--- src/hw/rtl/jsm_pkg.sv ---
// Shared types, constants and address helpers for the Morton-order stencil block.
`timescale 1ns / 1ps

package jsm_pkg;

    localparam int GRID_BITS = 6;
    localparam int GRID_SIZE = 1 << GRID_BITS;
    localparam int COORD_W   = 6;
    localparam int CELL_W    = 32;
    localparam int ADDR_W    = 12;
    localparam int MEM_AW    = 2 * GRID_BITS;
    localparam int MEM_DEPTH = 1 << MEM_AW;
    localparam int SUM_W     = CELL_W + 2;
    localparam int NBR_CNT   = 4;
    localparam int NBR_IW    = $clog2(NBR_CNT);
    localparam int Q_DEPTH   = 2;
    localparam int Q_AW      = $clog2(Q_DEPTH);
    localparam int Q_CW      = $clog2(Q_DEPTH + 1);

    typedef enum logic {
        OP_LOAD    = 1'b0,
        OP_COMPUTE = 1'b1
    } t_op;

    typedef enum logic [1:0] {
        BS_IDLE,
        BS_READ,
        BS_LAST
    } t_bstate;

    typedef struct packed {
        t_op                             op;
        logic                            in_grid;
        logic                            on_edge;
        logic [ADDR_W-1:0]               addr;
        logic [NBR_CNT-1:0][ADDR_W-1:0]  nbr;
        logic [CELL_W-1:0]               value;
    } t_cmd;

    // Interleaves row bits into even and column bits into odd address positions.
    function automatic logic [ADDR_W-1:0] morton(input logic [COORD_W-1:0] r,
                                                 input logic [COORD_W-1:0] c);
        logic [ADDR_W-1:0] a;
        a = '0;
        for (int b = 0; b < GRID_BITS; b++) begin
            a[2*b]     = r[b];
            a[2*b + 1] = c[b];
        end
        return a;
    endfunction

endpackage

--- src/hw/rtl/jsm_front.sv ---
// Front end: takes command beats, classifies them and builds store addresses.
`timescale 1ns / 1ps

module jsm_front (
    input  logic                        i_clk,
    input  logic                        i_rst_n,
    input  logic                        start,
    output logic                        busy,
    input  logic                        i_op,
    input  logic [jsm_pkg::COORD_W-1:0] i_row,
    input  logic [jsm_pkg::COORD_W-1:0] i_col,
    input  logic [jsm_pkg::CELL_W-1:0]  i_cell_value,
    input  logic                        i_q_full,
    output logic                        o_push,
    output jsm_pkg::t_cmd               o_cmd
);
    import jsm_pkg::*;

    logic              r_vld;
    logic              n_vld;
    t_cmd              r_cmd;
    t_cmd              n_cmd;
    logic              take;
    logic [COORD_W-1:0] row_m1;
    logic [COORD_W-1:0] row_p1;
    logic [COORD_W-1:0] col_m1;
    logic [COORD_W-1:0] col_p1;

    assign busy   = r_vld && i_q_full;
    assign take   = start && !busy;
    assign o_push = r_vld && !i_q_full;
    assign o_cmd  = r_cmd;

    assign row_m1 = i_row - COORD_W'(1);
    assign row_p1 = i_row + COORD_W'(1);
    assign col_m1 = i_col - COORD_W'(1);
    assign col_p1 = i_col + COORD_W'(1);

    always_comb begin
        n_cmd.op      = t_op'(i_op);
        n_cmd.in_grid = (int'(i_row) < GRID_SIZE) && (int'(i_col) < GRID_SIZE);
        n_cmd.on_edge = (i_row == '0) || (i_col == '0) ||
                        (int'(i_row) >= GRID_SIZE - 1) || (int'(i_col) >= GRID_SIZE - 1);
        n_cmd.addr    = morton(i_row, i_col);
        n_cmd.nbr[0]  = morton(row_m1, i_col);
        n_cmd.nbr[1]  = morton(row_p1, i_col);
        n_cmd.nbr[2]  = morton(i_row, col_m1);
        n_cmd.nbr[3]  = morton(i_row, col_p1);
        n_cmd.value   = i_cell_value;
    end

    always_comb begin
        n_vld = r_vld;
        if (take) begin
            n_vld = 1'b1;
        end else if (o_push) begin
            n_vld = 1'b0;
        end
    end

    always_ff @(posedge i_clk) begin
        if (!i_rst_n) begin
            r_vld <= 1'b0;
        end else begin
            r_vld <= n_vld;
        end
    end

    always_ff @(posedge i_clk) begin
        if (take) begin
            r_cmd <= n_cmd;
        end
    end

endmodule

--- config.mk ---
export PLATFORM = sky130hd
export DESIGN_NAME = jsm_front
export DESIGN_NICKNAME = d
export VERILOG_FILES = /design/src/hw/rtl/jsm_pkg.sv /design/src/hw/rtl/jsm_front.sv
export SDC_FILE = /design/constraint.sdc
export NUM_CORES = 1
export LEC_CHECK = 0
export ABC_AREA = 1
export BUFFER_PORTS_ARGS = -buffer_cell sky130_fd_sc_hd__buf_2
export CELL_PAD_IN_SITES_DETAIL_PLACEMENT = 0
export CELL_PAD_IN_SITES_GLOBAL_PLACEMENT = 2
export CORE_MARGIN = 5
export CORE_UTILIZATION = 30
export CTS_CLUSTER_SIZE = 10
export DETAILED_ROUTE_END_ITERATION = 16
export PLACE_DENSITY_LB_ADDON = 0.25
export SLEW_MARGIN = 0
export SYNTH_ARGS = -nofsm -noshare
export SYNTH_HDL_FRONTEND = slang
export SYNTH_SLANG_ARGS = --single-unit
--- constraint.sdc ---
create_clock -name i_clk -period 6.55 [get_ports i_clk]
set_clock_uncertainty 0.1 [all_clocks]
set_input_delay 0.9825 -clock i_clk [delete_from_list [all_inputs] [get_ports i_clk]]
set_output_delay 0.9825 -clock i_clk [all_outputs]
set_load 0.03 [all_outputs]
==> run summary <==
Buf+Inv Stages, Crit Path: 3
CTS H-Tree Depth: 3
Mapped Area: 2720 um^2
Die Height: 105 um
clk slew on worst S/H paths: 0.08 ns
share of cells above drive strength 1: 52.7%
reg2reg path depth: 4
Post-Syn Instances: 179
arrival time at the worst endpoint: 1.45 ns
Crit Path Max Fanout: 2
Setup crit end: busy
total negative slack: 0 ns
CTS tree: built
DRC Markers: 0
grt ovf: 0
worst slew pin tran: 0.886 ns
CP peak stage delay: 0.21 ns
CP max-delay cell: buf_2
IO Count: 146
worst setup path start: i_q_full
worst r2r dst: o_cmd[85]$_DFFE_PP_
Crit path max-delay family: buffers and inverters
ANT nets after route: 0
core region area: 8760 um^2
largest net degree at the start of global routing: 69
CTS buffer count: 9
port bufs: 144
worst min-delay path startpoint: r_vld$_SDFFE_PN0P_
hold buffer count at CTS: 0
HPWL after DPL: 4.66 mm
vias in the first global route: 1737
clk_lat worst skew: 0.33 ns
Critical Path Most Common Cell: buf_2
compound-gate portion of the synthesized area: 0.828%
critical path depth: 4
Initial Util: 31.1%
drt total wl: 6.19 mm
post-CTS sizing: 0
proportion of synthesized area in mux cells: 0%
worst hold path type: flip-flop to flip-flop
CP required: 5.47 ns
Post-Syn Area per Cell: 15.2 um^2
Synth Area in XOR/XNOR: 3.86%
# diodes: 0
fin nets: 362
Slew HR: 40.9%
Post-CTS Setup Repair Bufs: 0
Final Hold Fails: 0
vias after detailed routing: 1771
final period utilization: 38.7%
initial antenna violation count: 0
Crit. End Element: output port
peak supply drop: 0.120 mV
layout overhead on the synthesized area: 33.1%
Peak Freq: 0.395 GHz
CTS max path bufs: 2
row cnt: 34
Max-Cap Viols: 0
Reg2Reg Launch Point: r_vld$_SDFFE_PN0P_
YS warnings: 0
post-route minimum period: 2.53 ns
WHS: 0.400 ns
CTS root buf: clkbuf_8
Simple-Gate Fraction of Synth Area: 6.67%
WL/cell: 14.8 um
leakage power: 1.62 nW
Netlist cell types: 18
P per Cell Area: 303 nW/um^2
CP cell instances: buf_2 > nand2_1 > inv_1 > buf_2
die width: 105 um
GRT Overall Usage: 10.8%
clk sinks: 69
Pins Over Slew Limit: 0
Synth Area in Adders: 2.76%
gpl congestion: 0.705
main combinational cell family by area after synthesis: buffers and inverters
DRT Pass-1 Iters: 4
Setup crit start kind: input pin
Die Area: 11100 um^2
commonest non-fill, non-tap cell in the layout: buf_2
DR iter-0 viols: 63
most frequent cells in the layout: 144 x buf_2, 68 x edfxtp_1, 19 x nand2_1
RSZ-0062 raised after global routing: no
status: complete, no violations
syn_nets: 234
post-synthesis sequential area ratio: 75.8%
CP Class: input pin to output port
first-pass GRT wire length: 9.35 mm
Seq cells post-synth: 69
Final Setup Violations: 0
R2R setup slack: 4.82 ns
DR vias/cell: 4.23
[kinds of logic (layout without fill, tap and decap cells)]
kind of cell	count (synthesis)	in the layout
and+or+nand+nor	42	42
other	1	1
AOI/OAI and AO/OA	4	4
xor gates and xnor gates	12	12
buffers and inverters	45	177
DFF	69	69
adders and majority gates	6	6
[layout make-up]
cell class / instances / area, um^2
clock inverter: 6 / 113
multi-input combinational: 65 / 395
tap: 108 / 135
clock buffer: 9 / 124
timing repair buffer: 145 / 728
fill: 859 / 5140
inverter: 17 / 63.8
sequential: 69 / 2060
[metal layers]
layer	wire length, um	part of all wire [%]	track usage (%)	vias to the layer above
met5	0	0	0	-
met4	67	1.1	4.66	0
met3	755	12	4.58	7
met2	2650	43	15.6	108
met1	2710	44	14.2	821
li1	-	-	-	835
[cells in the mapped netlist]
master,instances,area [um^2]
nand3_1,5,25.0
clkbuf_2,1,5.00
xor2_1,12,105
a21boi_0,1,7.51
buf_4,27,203
nand2_1,19,71.3
nand3_2,2,20.0
nand4_1,1,6.26
o21ai_1,1,5.00
ha_1,6,75.1
o21ai_0,2,10.0
nor2_1,14,52.6
or2_1,1,6.26
dfxtp_1,1,20.0
conb_1,1,3.75
inv_1,16,60.1
inv_2,1,3.75
edfxtp_1,68,2040
[sequential cells by signal (all words and copies together), names as in the netlist]
name and cells:
o_cmd 68, r_vld 1
[power breakdown]
part	switching (W)	leakage [nW]	total (W)	internal [W]
logic	0.000118	0.839	0.000159	0.0000413
registers	0.00000836	0.667	0.000528	0.000520
clock network	0.000158	0.119	0.000410	0.000251
total	0.000285	1.62	0.00110	0.000812
[per-stage QoR]
stage / utilization, % / total power, W / setup WS [ns] / area (um^2) / std cells
finish: 41.3 / 0.00110 / 4.02 / 3620 / 419
global route: 41.3 / 0.00114 / 3.97 / 3620 / 419
CTS: 41.3 / 0.00111 / 4.02 / 3620 / 419
detailed placement: 38.6 / 0.000699 / 4.02 / 3380 / 404
global placement: 38.6 / 0.000698 / 4.03 / 3380 / 404
floorplan: - / 0.000653 / 1.88 / 2720 / 179
[worst register-to-register path: stages (launching register included)]
cell and delay [ns]:
dfxtp_1 0.31, nand2_1 0.07, inv_1 0.07, nor2_4 0.07, buf_4 0.65
[worst min path at each step]
stage,slack (ns),depth (start not counted),endpoint
after global placement,0.39,2,r_vld$_SDFFE_PN0P_
after detailed placement,0.40,2,r_vld$_SDFFE_PN0P_
after CTS,0.41,2,r_vld$_SDFFE_PN0P_
after global routing,0.42,2,r_vld$_SDFFE_PN0P_
final,0.40,2,r_vld$_SDFFE_PN0P_
after floorplan,0.36,2,r_vld$_SDFFE_PN0P_
(Power assumes the default switching activity.)
