File: src/hw/rtl/jsm_pkg.sv
// Shared types, constants and address helpers for the Morton-order stencil block.
`timescale 1ns / 1ps

package jsm_pkg;

    localparam int GRID_BITS = 6;
    localparam int GRID_SIZE = 1 << GRID_BITS;
    localparam int COORD_W   = 6;
    localparam int CELL_W    = 32;
    localparam int ADDR_W    = 12;
    localparam int MEM_AW    = 2 * GRID_BITS;
    localparam int MEM_DEPTH = 1 << MEM_AW;
    localparam int SUM_W     = CELL_W + 2;
    localparam int NBR_CNT   = 4;
    localparam int NBR_IW    = $clog2(NBR_CNT);
    localparam int Q_DEPTH   = 2;
    localparam int Q_AW      = $clog2(Q_DEPTH);
    localparam int Q_CW      = $clog2(Q_DEPTH + 1);

    typedef enum logic {
        OP_LOAD    = 1'b0,
        OP_COMPUTE = 1'b1
    } t_op;

    typedef enum logic [1:0] {
        BS_IDLE,
        BS_READ,
        BS_LAST
    } t_bstate;

    typedef struct packed {
        t_op                             op;
        logic                            in_grid;
        logic                            on_edge;
        logic [ADDR_W-1:0]               addr;
        logic [NBR_CNT-1:0][ADDR_W-1:0]  nbr;
        logic [CELL_W-1:0]               value;
    } t_cmd;

    // Interleaves row bits into even and column bits into odd address positions.
    function automatic logic [ADDR_W-1:0] morton(input logic [COORD_W-1:0] r,
                                                 input logic [COORD_W-1:0] c);
        logic [ADDR_W-1:0] a;
        a = '0;
        for (int b = 0; b < GRID_BITS; b++) begin
            a[2*b]     = r[b];
            a[2*b + 1] = c[b];
        end
        return a;
    endfunction

endpackage

File: src/hw/rtl/jsm_queue.sv
// Short command queue between the front end and the back end.
`timescale 1ns / 1ps

module jsm_queue (
    input  logic          i_clk,
    input  logic          i_rst_n,
    input  logic          i_push,
    input  jsm_pkg::t_cmd i_cmd,
    input  logic          i_pop,
    output logic          o_full,
    output logic          o_empty,
    output jsm_pkg::t_cmd o_head
);
    import jsm_pkg::*;

    t_cmd              r_slot [Q_DEPTH];
    logic [Q_AW-1:0]   r_wp;
    logic [Q_AW-1:0]   r_rp;
    logic [Q_CW-1:0]   r_cnt;
    logic [Q_AW-1:0]   n_wp;
    logic [Q_AW-1:0]   n_rp;
    logic [Q_CW-1:0]   n_cnt;
    logic              do_push;
    logic              do_pop;

    assign o_full  = (int'(r_cnt) == Q_DEPTH);
    assign o_empty = (r_cnt == '0);
    assign o_head  = r_slot[r_rp];
    assign do_push = i_push && !o_full;
    assign do_pop  = i_pop && !o_empty;

    always_comb begin
        n_wp  = r_wp;
        n_rp  = r_rp;
        n_cnt = r_cnt;
        if (do_push) begin
            n_wp = (int'(r_wp) == Q_DEPTH - 1) ? '0 : r_wp + Q_AW'(1);
        end
        if (do_pop) begin
            n_rp = (int'(r_rp) == Q_DEPTH - 1) ? '0 : r_rp + Q_AW'(1);
        end
        if (do_push && !do_pop) begin
            n_cnt = r_cnt + Q_CW'(1);
        end else if (do_pop && !do_push) begin
            n_cnt = r_cnt - Q_CW'(1);
        end
    end

    always_ff @(posedge i_clk) begin
        if (!i_rst_n) begin
            r_wp  <= '0;
            r_rp  <= '0;
            r_cnt <= '0;
        end else begin
            r_wp  <= n_wp;
            r_rp  <= n_rp;
            r_cnt <= n_cnt;
        end
    end

    always_ff @(posedge i_clk) begin
        if (do_push) begin
            r_slot[r_wp] <= i_cmd;
        end
    end

endmodule

File: config.mk
export PLATFORM = sky130hd
export DESIGN_NAME = jsm_queue
export DESIGN_NICKNAME = d
export VERILOG_FILES = /design/src/hw/rtl/jsm_pkg.sv /design/src/hw/rtl/jsm_queue.sv
export SDC_FILE = /design/constraint.sdc
export NUM_CORES = 1
export LEC_CHECK = 0
export BUFFER_PORTS_ARGS = -buffer_cell sky130_fd_sc_hd__buf_2
export CORE_ASPECT_RATIO = 0.7
export CORE_MARGIN = 2
export CORE_UTILIZATION = 50
export CTS_CLUSTER_DIAMETER = 60
export DETAILED_ROUTE_END_ITERATION = 8
export PLACE_DENSITY = 0.79
export SYNTH_ARGS = -nofsm -noshare
export SYNTH_HDL_FRONTEND = slang
export SYNTH_SLANG_ARGS = --single-unit
File: constraint.sdc
create_clock -name i_clk -period 8.6 [get_ports i_clk]
set_clock_uncertainty 0.1 [all_clocks]
set_input_delay 2.15 -clock i_clk [delete_from_list [all_inputs] [get_ports i_clk]]
set_output_delay 2.15 -clock i_clk [all_outputs]
set_load 0.02 [all_outputs]
==> results of run 1 <==
[sequential cells by signal (all words and copies together), names as in the netlist, named ones only]
signal / cells
r_cnt: 2
r_rp: 1
r_slot: 190
r_wp: 1
[worst paths after layout]
kind,from,to,slack [ns],cells past startpoint
min reg2reg,r_cnt[1],r_cnt[1],0.44,2
min,r_cnt[1],r_cnt[1],0.44,2
max,flop,o_head[77],3.73,3
max reg2reg,r_cnt[0],r_slot[1][52],6.19,3
[area by class of cell]
class                      count  area, um2  share of cell area [%]
clock buffer                  17        425                    4.71
timing repair buffer         199       1010                    11.1
sequential                   195       5810                    64.3
tap                          190        238                    2.63
multi-input combinational    113       1400                    15.4
inverter                       2       7.51                  0.0831
clock inverter                15        156                    1.73
[metal layers]
layer / global-route usage, % / up-vias / part of all wire (%)
met1: 21.1 / 1815 / 42
met4: 6.33 / 2 / 0.72
met5: 0 / - / 0.098
met3: 7.07 / 13 / 9.4
met2: 27.4 / 152 / 47
li1: - / 1686 / -
[cell usage after synthesis (all sizes together)]
master / number / share of area [%]
buf: 10 / 1.2
edfxtp: 190 / 78
dfxtp: 5 / 1.4
mux2: 95 / 17
and2: 3 / 0.26
ha: 1 / 0.17
xor2: 1 / 0.12
and3: 1 / 0.086
inv: 2 / 0.10
xnor2: 2 / 0.24
clkbuf: 1 / 0.069
a21boi: 2 / 0.21
nand2b: 1 / 0.086
nor2: 2 / 0.10
nor3: 1 / 0.14
o21a: 1 / 0.10
o21ai: 2 / 0.14
or3: 1 / 0.086
[metrics by stage]
| stage | setup slack, ns | area [um2] | total power [mW] |
|---|---|---|---|
| CTS | 3.69 | 9040 | 2.84 |
| detailed placement | 4.13 | 8460 | 2.06 |
| finish | 3.73 | 9040 | 2.81 |
| global route | 3.61 | 9040 | 2.92 |
| floorplan | 2.05 | 7290 | 1.85 |
| global placement | 4.19 | 8460 | 2.04 |
[power groups by stage]
stage	logic, mW	clock network (mW)	registers (mW)
floorplan	0.596	0	1.25
global placement	0.758	0	1.28
detailed placement	0.775	0	1.29
CTS	0.779	0.792	1.27
global route	0.815	0.827	1.28
finish	0.769	0.773	1.26
[logic make-up (layout without fill, tap and decap cells)]
| group | after synthesis | in the layout |
|---|---|---|
| xor+xnor | 3 | 3 |
| mux | 95 | 95 |
| flops | 195 | 195 |
| fa+ha+maj | 1 | 1 |
| simple gates | 9 | 9 |
| compound gates | 5 | 5 |
| buf+inv | 13 | 233 |
[worst max-delay path: stages (launching register included)]
cell     delay, ns
dfxtp_4       0.81
buf_4         0.74
mux2_2        0.43
buf_2         0.16
==> flow_metrics.env, run 1 <==
export IMPL_status="finished clean"
export IMPL_drc=0
export IMPL_clk_path_buf_depth=2
export IMPL_fin_crit_sh_pct=56.6
export IMPL_layout_cells_non_filler=731
export IMPL_p_seq_share_pct=45.0
export IMPL_fmax_mhz=205
export IMPL_worstHoldPathType="flop to flop"
export IMPL_ys_seq_elements=195
export IMPL_tritoncts="done"
export IMPL_synthAdderAreaFrac_pct=0.172
export IMPL_post_route_util_pct=64.1
export IMPL_initial_utilization_pct=51.7
export IMPL_vias=3668
export IMPL_fill_cells=982
export IMPL_final_min_clock_period_ns=4.87
export IMPL_area_growth_pct=24.0
export IMPL_final_cell_mix="195 x buf_2, 190 x edfxtp_1, 50 x mux2_4"
export IMPL_place_hpwl_mm=8.87
export IMPL_antenna_found_initial=1
export IMPL_cp_end_kind="output pin"
export IMPL_finalSetupViolCount=0
export IMPL_grt_pass1_wl_mm=19.9
export IMPL_clkSlewWorstSetupHoldPaths_ns=0.07
export IMPL_synth_cell_types=23
export IMPL_syn_nets=421
export IMPL_gp_congestion=0.743
export IMPL_dieWidth_um=148
export IMPL_crit_required_ns=6.35
export IMPL_drive_gt1_share_pct=60.6
export IMPL_synth_compound_area_share_pct=0.446
export IMPL_cts_setup_buffers=0
export IMPL_grt_max_degree=53
export IMPL_p_leak_nw=3.46
export IMPL_hold_viol=0
export IMPL_combPwrFrac_pct=27.4
export IMPL_synth_simple_gate_area_share_pct=0.755
export IMPL_mostFrequentLayoutCell="buf_2"
export IMPL_powerDensity_mw_per_mm2=310
export IMPL_gr_total_overflow=0
export IMPL_numClockSinks=195
export IMPL_syn_avg_cell_area_um2=22.7
export IMPL_max_cap_violations=0
export IMPL_whs_ns=0.444
export IMPL_slew_limit_headroom_pct=46.3
export IMPL_internal_power_mw=1.96
export IMPL_pwr_share_clk_pct=27.6
export IMPL_layout_nets=628
export IMPL_track_usage_pct=17.2
export IMPL_dr_first_iter_drc_count=235
export IMPL_slew_violations=0
export IMPL_start_kind="flop"
export IMPL_worst_pin_slew_ns=0.806
export IMPL_die_area_mm2=0.0156
export IMPL_io_pins=196
export IMPL_path_class="flop to output pin"
export IMPL_sw_frac_of_total_pct=30.0
export IMPL_synth_area_mm2=0.00729
export IMPL_worstPathMaxFanout=50
export IMPL_fp_coreArea_mm2=0.0141
export IMPL_placed_cells=699
export IMPL_ys_seq_area_share_pct=79.6
export IMPL_critPathArrivalTime_ns=2.62
export IMPL_die_h_um=105
export IMPL_vias_per_cell=5.02
export IMPL_synthMuxAreaShare_pct=17.3
export IMPL_synth_xor_area_share_pct=0.360
export IMPL_clk_latency_ns=0.42
export IMPL_ys_warn_count=0
export IMPL_setup_tns_ns=0
export IMPL_max_vdd_ir_drop_mv=0.190
export IMPL_cts_resized=0
export IMPL_rows=36
export IMPL_insertedDiodeCount=0
export IMPL_synth_top_family_by_area="multiplexers"
export IMPL_root_buffer="clkbuf_16"
export IMPL_cts_buffers_inserted=17
export IMPL_ant_nets=0
export IMPL_rsz0062_at_grt="false"
export IMPL_h_tree_depth=4
export IMPL_synth_cells=321
export IMPL_drt_pass1_iterations=4
export IMPL_first_global_vias=3909
export IMPL_avgRoutedWirePerCell_um=18.1
export IMPL_wl_mm=13.2
export IMPL_numPortBuffers=195
export IMPL_cts_hold_buf=0
export IMPL_p_switching_uw=842
(Power assumes the default switching activity.)
==> run 2, diff against run 1 <==
Settings changed: ABC_AREA set to 1, PLACE_DENSITY 0.79 to 0.78.
Clock period 8.6 ns to 4.8 ns, I/O delays scaled along.
==> run 2 against run 1 <==
Sequential power up 79%. Clock power up 91%. Global-route usage down 0.36 points. Non-clock buffer count up 2. Via count up 0.87%. Area after synthesis up 0.24%. Core utilization up 0.79 points. Cell count up 2.2%. First-iteration DRC count down 10%.
==> flow_metrics.env, run 2 <==
export IMPL_status="finished clean"
export IMPL_path_class="flop to output pin"
export IMPL_final_min_clock_period_ns=3.46
export IMPL_mostFrequentLayoutCell="buf_2"
export IMPL_cts_resized=0
export IMPL_fp_coreArea_mm2=0.0141
export IMPL_clk_latency_ns=0.42
export IMPL_worst_pin_slew_ns=0.762
export IMPL_antenna_found_initial=3
export IMPL_max_vdd_ir_drop_mv=0.309
export IMPL_cts_setup_buffers=0
export IMPL_cts_buffers_inserted=17
export IMPL_slew_violations=0
export IMPL_rsz0062_at_grt="false"
export IMPL_ys_warn_count=0
export IMPL_drive_gt1_share_pct=59.5
export IMPL_drc=0
export IMPL_timing_final_ws_setup_ns=1.34
export IMPL_syn_nets=434
export IMPL_slew_limit_headroom_pct=48.7
export IMPL_syn_avg_cell_area_um2=21.9
export IMPL_wl_mm=13.1
export IMPL_synth_cell_types=15
export IMPL_initial_utilization_pct=51.8
export IMPL_fmax_mhz=289
export IMPL_die_h_um=105
export IMPL_numClockSinks=195
export IMPL_powerDensity_mw_per_mm2=546
export IMPL_avgRoutedWirePerCell_um=17.5
export IMPL_finalSetupViolCount=0
export IMPL_h_tree_depth=4
export IMPL_fin_crit_sh_pct=72.0
export IMPL_dp_slack_ns=1.66
export IMPL_grt_pass1_wl_mm=19.2
export IMPL_synth_cells=334
export IMPL_cp_end_kind="output pin"
export IMPL_placed_cells=714
export IMPL_p_total_mw=4.99
export IMPL_track_usage_pct=16.8
export IMPL_reg_top3="r_slot: 190 flops, r_cnt: 2 flops"
export IMPL_critPathArrivalTime_ns=2.16
export IMPL_dr_first_iter_drc_count=211
export IMPL_ys_seq_elements=195
export IMPL_grt_max_degree=44
export IMPL_place_hpwl_mm=8.94
export IMPL_yosys_top_cells_count="190 x edfxtp_1, 50 x mux2_4, 45 x mux2_2"
export IMPL_layout_cells_non_filler=747
export IMPL_dieWidth_um=148
export IMPL_synthArstFlopShare_pct=0
export IMPL_cts_hold_buf=0
export IMPL_root_buffer="clkbuf_16"
export IMPL_final_cell_mix="195 x buf_2, 190 x edfxtp_1, 50 x mux2_4"
export IMPL_ys_top_cells_by_area="edfxtp_1 78%, mux2_4 10%, mux2_2 6.9%"
export IMPL_synth_flop_cell="edfxtp_1"
export IMPL_yosysMostFrequentCell="edfxtp_1"
export IMPL_synth_edf_count=190
export IMPL_layout_nets=643
export IMPL_rows=36
export IMPL_yosysTopAreaCell="edfxtp_1"
export IMPL_vias_per_cell=4.95
export IMPL_io_pins=196
export IMPL_first_global_vias=3619
export IMPL_clkSlewWorstSetupHoldPaths_ns=0.06
export IMPL_vias=3700
export IMPL_hold_viol=0
export IMPL_setup_tns_ns=0
export IMPL_numPortBuffers=195
export IMPL_largest_reg_flops=190
export IMPL_gp_congestion=0.769
export IMPL_clk_path_buf_depth=2
export IMPL_start_kind="flop"
export IMPL_p_leak_nw=3.54
export IMPL_drt_pass1_iterations=5
export IMPL_crit_required_ns=3.50
export IMPL_ant_nets=0
export IMPL_area_growth_pct=25.2
export IMPL_worstHoldPathType="flop to flop"
export IMPL_max_cap_violations=0
export IMPL_die_area_mm2=0.0156
export IMPL_synth_area_mm2=0.00731
export IMPL_tritoncts="done"
export IMPL_top_register="r_slot"
export IMPL_netlist_area_leader_share_pct=78.1
export IMPL_gr_total_overflow=0
export IMPL_worstPathMaxFanout=38
export IMPL_ys_seq_area_share_pct=79.5
-- run 2: changes by cell type after synthesis, moves of 2 or more --
cell and change:
and2_1 -3, inv_1 +8, nand2_1 +6, nor2_1 +9, o21ai_0 +2, xnor2_1 -2
-- run 2: logic make-up (layout without fill, tap and decap cells) --
group	count (synthesis)	count (layout)	share of synthesized area [%]
AND/OR/NAND/NOR	19	19	1.03
other	0	1	0
buffers and inverters	20	242	1.87
flip-flops	195	195	79.5
adder cells (fa/ha/maj)	1	1	0.171
multiplexers	95	95	17.2
AO/OA/AOI/OAI	4	4	0.274
-- run 2: report_power, final --
part | internal [mW] | switching, mW | leakage (nW) | total [mW]
sequential | 2.15 | 0.106 | 1.81 | 2.26
clock | 0.876 | 0.603 | 0.300 | 1.48
combinational | 0.537 | 0.719 | 1.43 | 1.26
total | 3.56 | 1.43 | 3.54 | 4.99
-- run 2: cell type report --
cell class	count	area [um2]
clock inverters	15	201
flip-flops and latches	195	5810
repair buffers	201	1060
well taps	190	238
inverters	9	33.8
diodes	1	2.50
multi-input cells	119	1380
clock buffers	17	425
fillers	976	4950
-- run 2: layer usage --
metal / vias to the layer above / track usage [%] / part of all wire, %
met2: 160 / 25.7 / 47
met5: - / 0 / 0.12
met4: 2 / 7.14 / 1.3
met1: 1800 / 21.9 / 43
met3: 16 / 6.07 / 8.9
li1: 1722 / - / -
-- run 2: critical path: stages (launching register included) --
cell and delay (ns):
dfxtp_4 0.79, buf_4 0.39, mux2_2 0.38, buf_2 0.17
-- run 2: metrics by stage --
| stage | hold WS [ns] | instance area, um2 | util (%) |
|---|---|---|---|
| after floorplan | 0.367 | 7310 | - |
| after global placement | 0.380 | 8520 | 60.4 |
| after detailed placement | 0.395 | 8520 | 60.4 |
| after CTS | 0.426 | 9150 | 64.9 |
| after global routing | 0.437 | 9150 | 64.9 |
| final | 0.421 | 9150 | 64.9 |
-- run 2: worst paths after layout --
path            start       endpoint  slack [ns]  cells after the start
max              flop     o_head[13]        1.34                      3
min              r_rp           flop        0.42                      2
max reg2reg  r_cnt[0]  r_slot[0][79]        2.51                      3
min reg2reg      r_rp           flop        0.42                      2
==> run 3, diff against run 2 <==
Settings changed: ABC_AREA 1 to 0, PLACE_DENSITY 0.78 to 0.79.
Clock period 4.8 ns to 3.2 ns, I/O delays scaled along.
==> run 3 against run 2 <==
First-iteration DRC count increased by 24%. Cell count down 1.7%. Sequential power rose by 48%. Routed wire length grew 1.0%. Setup slack worse by 0.98 ns. Non-clock buffer count rose by 1. Flip-flop and latch count did not move. Clock power up 24%. Power rose by 47%. Hold slack improved by 0.032 ns. Core utilization shrank 0.75 points. Highest routed layer unchanged.
==> flow_metrics.env, run 3 (synthesis gave the netlist of run 1 again) <==
export IMPL_clkSlewWorstSetupHoldPaths_ns=0.06
export IMPL_cts_setup_buffers=0
export IMPL_layout_cells_non_filler=734
export IMPL_track_usage_pct=17.5
export IMPL_fp_coreArea_mm2=0.0141
export IMPL_worstPathBufferInverterCount=2
export IMPL_tritoncts="done"
export IMPL_drt_pass1_iterations=5
export IMPL_die_h_um=105
export IMPL_layout_nets=631
export IMPL_first_global_vias=3955
export IMPL_max_vdd_ir_drop_mv=0.649
export IMPL_max_cap_violations=0
export IMPL_worstPathMaxFanout=52
export IMPL_worstHoldPathType="flop to flop"
export IMPL_io_pins=196
export IMPL_powerDensity_mw_per_mm2=812
export IMPL_wl_mm=13.2
export IMPL_dp_slack_ns=0.789
export IMPL_timing_final_ws_setup_ns=0.365
export IMPL_dr_first_iter_drc_count=261
export IMPL_cpPeakStageDelay_ns=0.57
export IMPL_gp_congestion=0.750
export IMPL_clk_path_buf_depth=2
export IMPL_clk_latency_ns=0.42
export IMPL_final_min_clock_period_ns=2.84
export IMPL_vias_per_cell=5.01
export IMPL_ant_nets=0
export IMPL_die_area_mm2=0.0156
export IMPL_cts_buffers_inserted=17
export IMPL_numPortBuffers=195
export IMPL_root_buffer="clkbuf_16"
export IMPL_hold_viol=0
export IMPL_insertedDiodeCount=0
export IMPL_crit_chain="buf_12, mux2_2, buf_2"
export IMPL_antenna_found_initial=1
export IMPL_mostFrequentLayoutCell="buf_2"
export IMPL_cp_top_family="flip-flops"
export IMPL_place_hpwl_mm=9.14
export IMPL_placed_cells=702
export IMPL_gr_total_overflow=0
export IMPL_rows=36
export IMPL_numClockSinks=195
export IMPL_grt_pass1_wl_mm=20.5
export IMPL_p_leak_nw=3.46
export IMPL_area_growth_pct=24.1
export IMPL_initial_utilization_pct=51.7
export IMPL_start_kind="flop"
export IMPL_critPathArrivalTime_ns=1.94
export IMPL_drc=0
export IMPL_reg_top3="r_slot: 190 flops, r_cnt: 2 flops"
export IMPL_slew_limit_headroom_pct=69.0
export IMPL_h_tree_depth=4
export IMPL_worst_pin_slew_ns=0.465
export IMPL_cp_end_kind="output pin"
export IMPL_vias=3677
export IMPL_largest_reg_flops=190
export IMPL_cts_hold_buf=0
export IMPL_slew_violations=0
export IMPL_finalSetupViolCount=0
export IMPL_grt_max_degree=67
export IMPL_avgRoutedWirePerCell_um=18.0
export IMPL_crit_required_ns=2.30
export IMPL_rsz0062_at_grt="false"
export IMPL_cts_resized=0
export IMPL_final_cell_mix="195 x buf_2, 190 x edfxtp_1, 50 x mux2_4"
export IMPL_status="finished clean"
export IMPL_fin_crit_sh_pct=88.6
export IMPL_slowest_stage="dfxtp_4"
export IMPL_path_class="flop to output pin"
export IMPL_drive_gt1_share_pct=59.7
export IMPL_fmax_mhz=353
export IMPL_top_register="r_slot"
export IMPL_dieWidth_um=148
export IMPL_post_route_util_pct=64.1
## run 3: changes by cell type in the layout (fill, tap and decap cells not counted), sizes merged, moves of 4 or more
cell,delta
inv,-10
nor2,-9
clkinv,+6
nand2,-6
bufinv,-4
## run 3: cell type report
cell class,count,area [um2]
clock buffer,20,437
clock inverter,12,66.3
fill,1014,5050
inverter,2,20.0
multi-input combinational,113,1400
sequential,195,5810
tap,190,238
timing repair buffer,202,1080
## run 3: final timing paths
check,slack [ns],cells past startpoint,to,startpoint
setup / recovery,0.36,3,o_head[72],flop
hold / removal,0.45,2,r_cnt[1],r_cnt[1]
setup reg to reg,1.37,3,r_slot[1][35],r_cnt[0]
hold reg to reg,0.45,2,r_cnt[1],r_cnt[1]
## run 3: worst reg2reg max path: stages, from the launching register on
cell and delay [ns]:
dfxtp_1 0.42, nand2b_1 0.19, and3_4 0.51, buf_12 0.29
## run 3: metal layers
metal | share of wire (%) | global-route usage [%] | wire [um]
met5 | 0.098 | 0 | 13
met4 | 0.99 | 5.58 | 131
met3 | 8.3 | 7.03 | 1090
met2 | 48 | 28.2 | 6290
met1 | 43 | 21.8 | 5670
## run 3: stage by stage
stage                     instance area, um2  hold WS (ns)  power, mW  setup TNS, ns
after global routing                    9040         0.440       7.66              0
after global placement                  8540         0.395       5.52              0
after CTS                               9040         0.444       7.43              0
final                                   9040         0.453       7.35              0
after detailed placement                8540         0.434       5.59              0
after floorplan                         7310         0.383       4.95         -44.23
## run 3: report_power, final
part,switching [mW],internal [mW]
clock,0.861,0.979
combinational,1.22,0.941
sequential,0.137,3.21
total,2.22,5.13
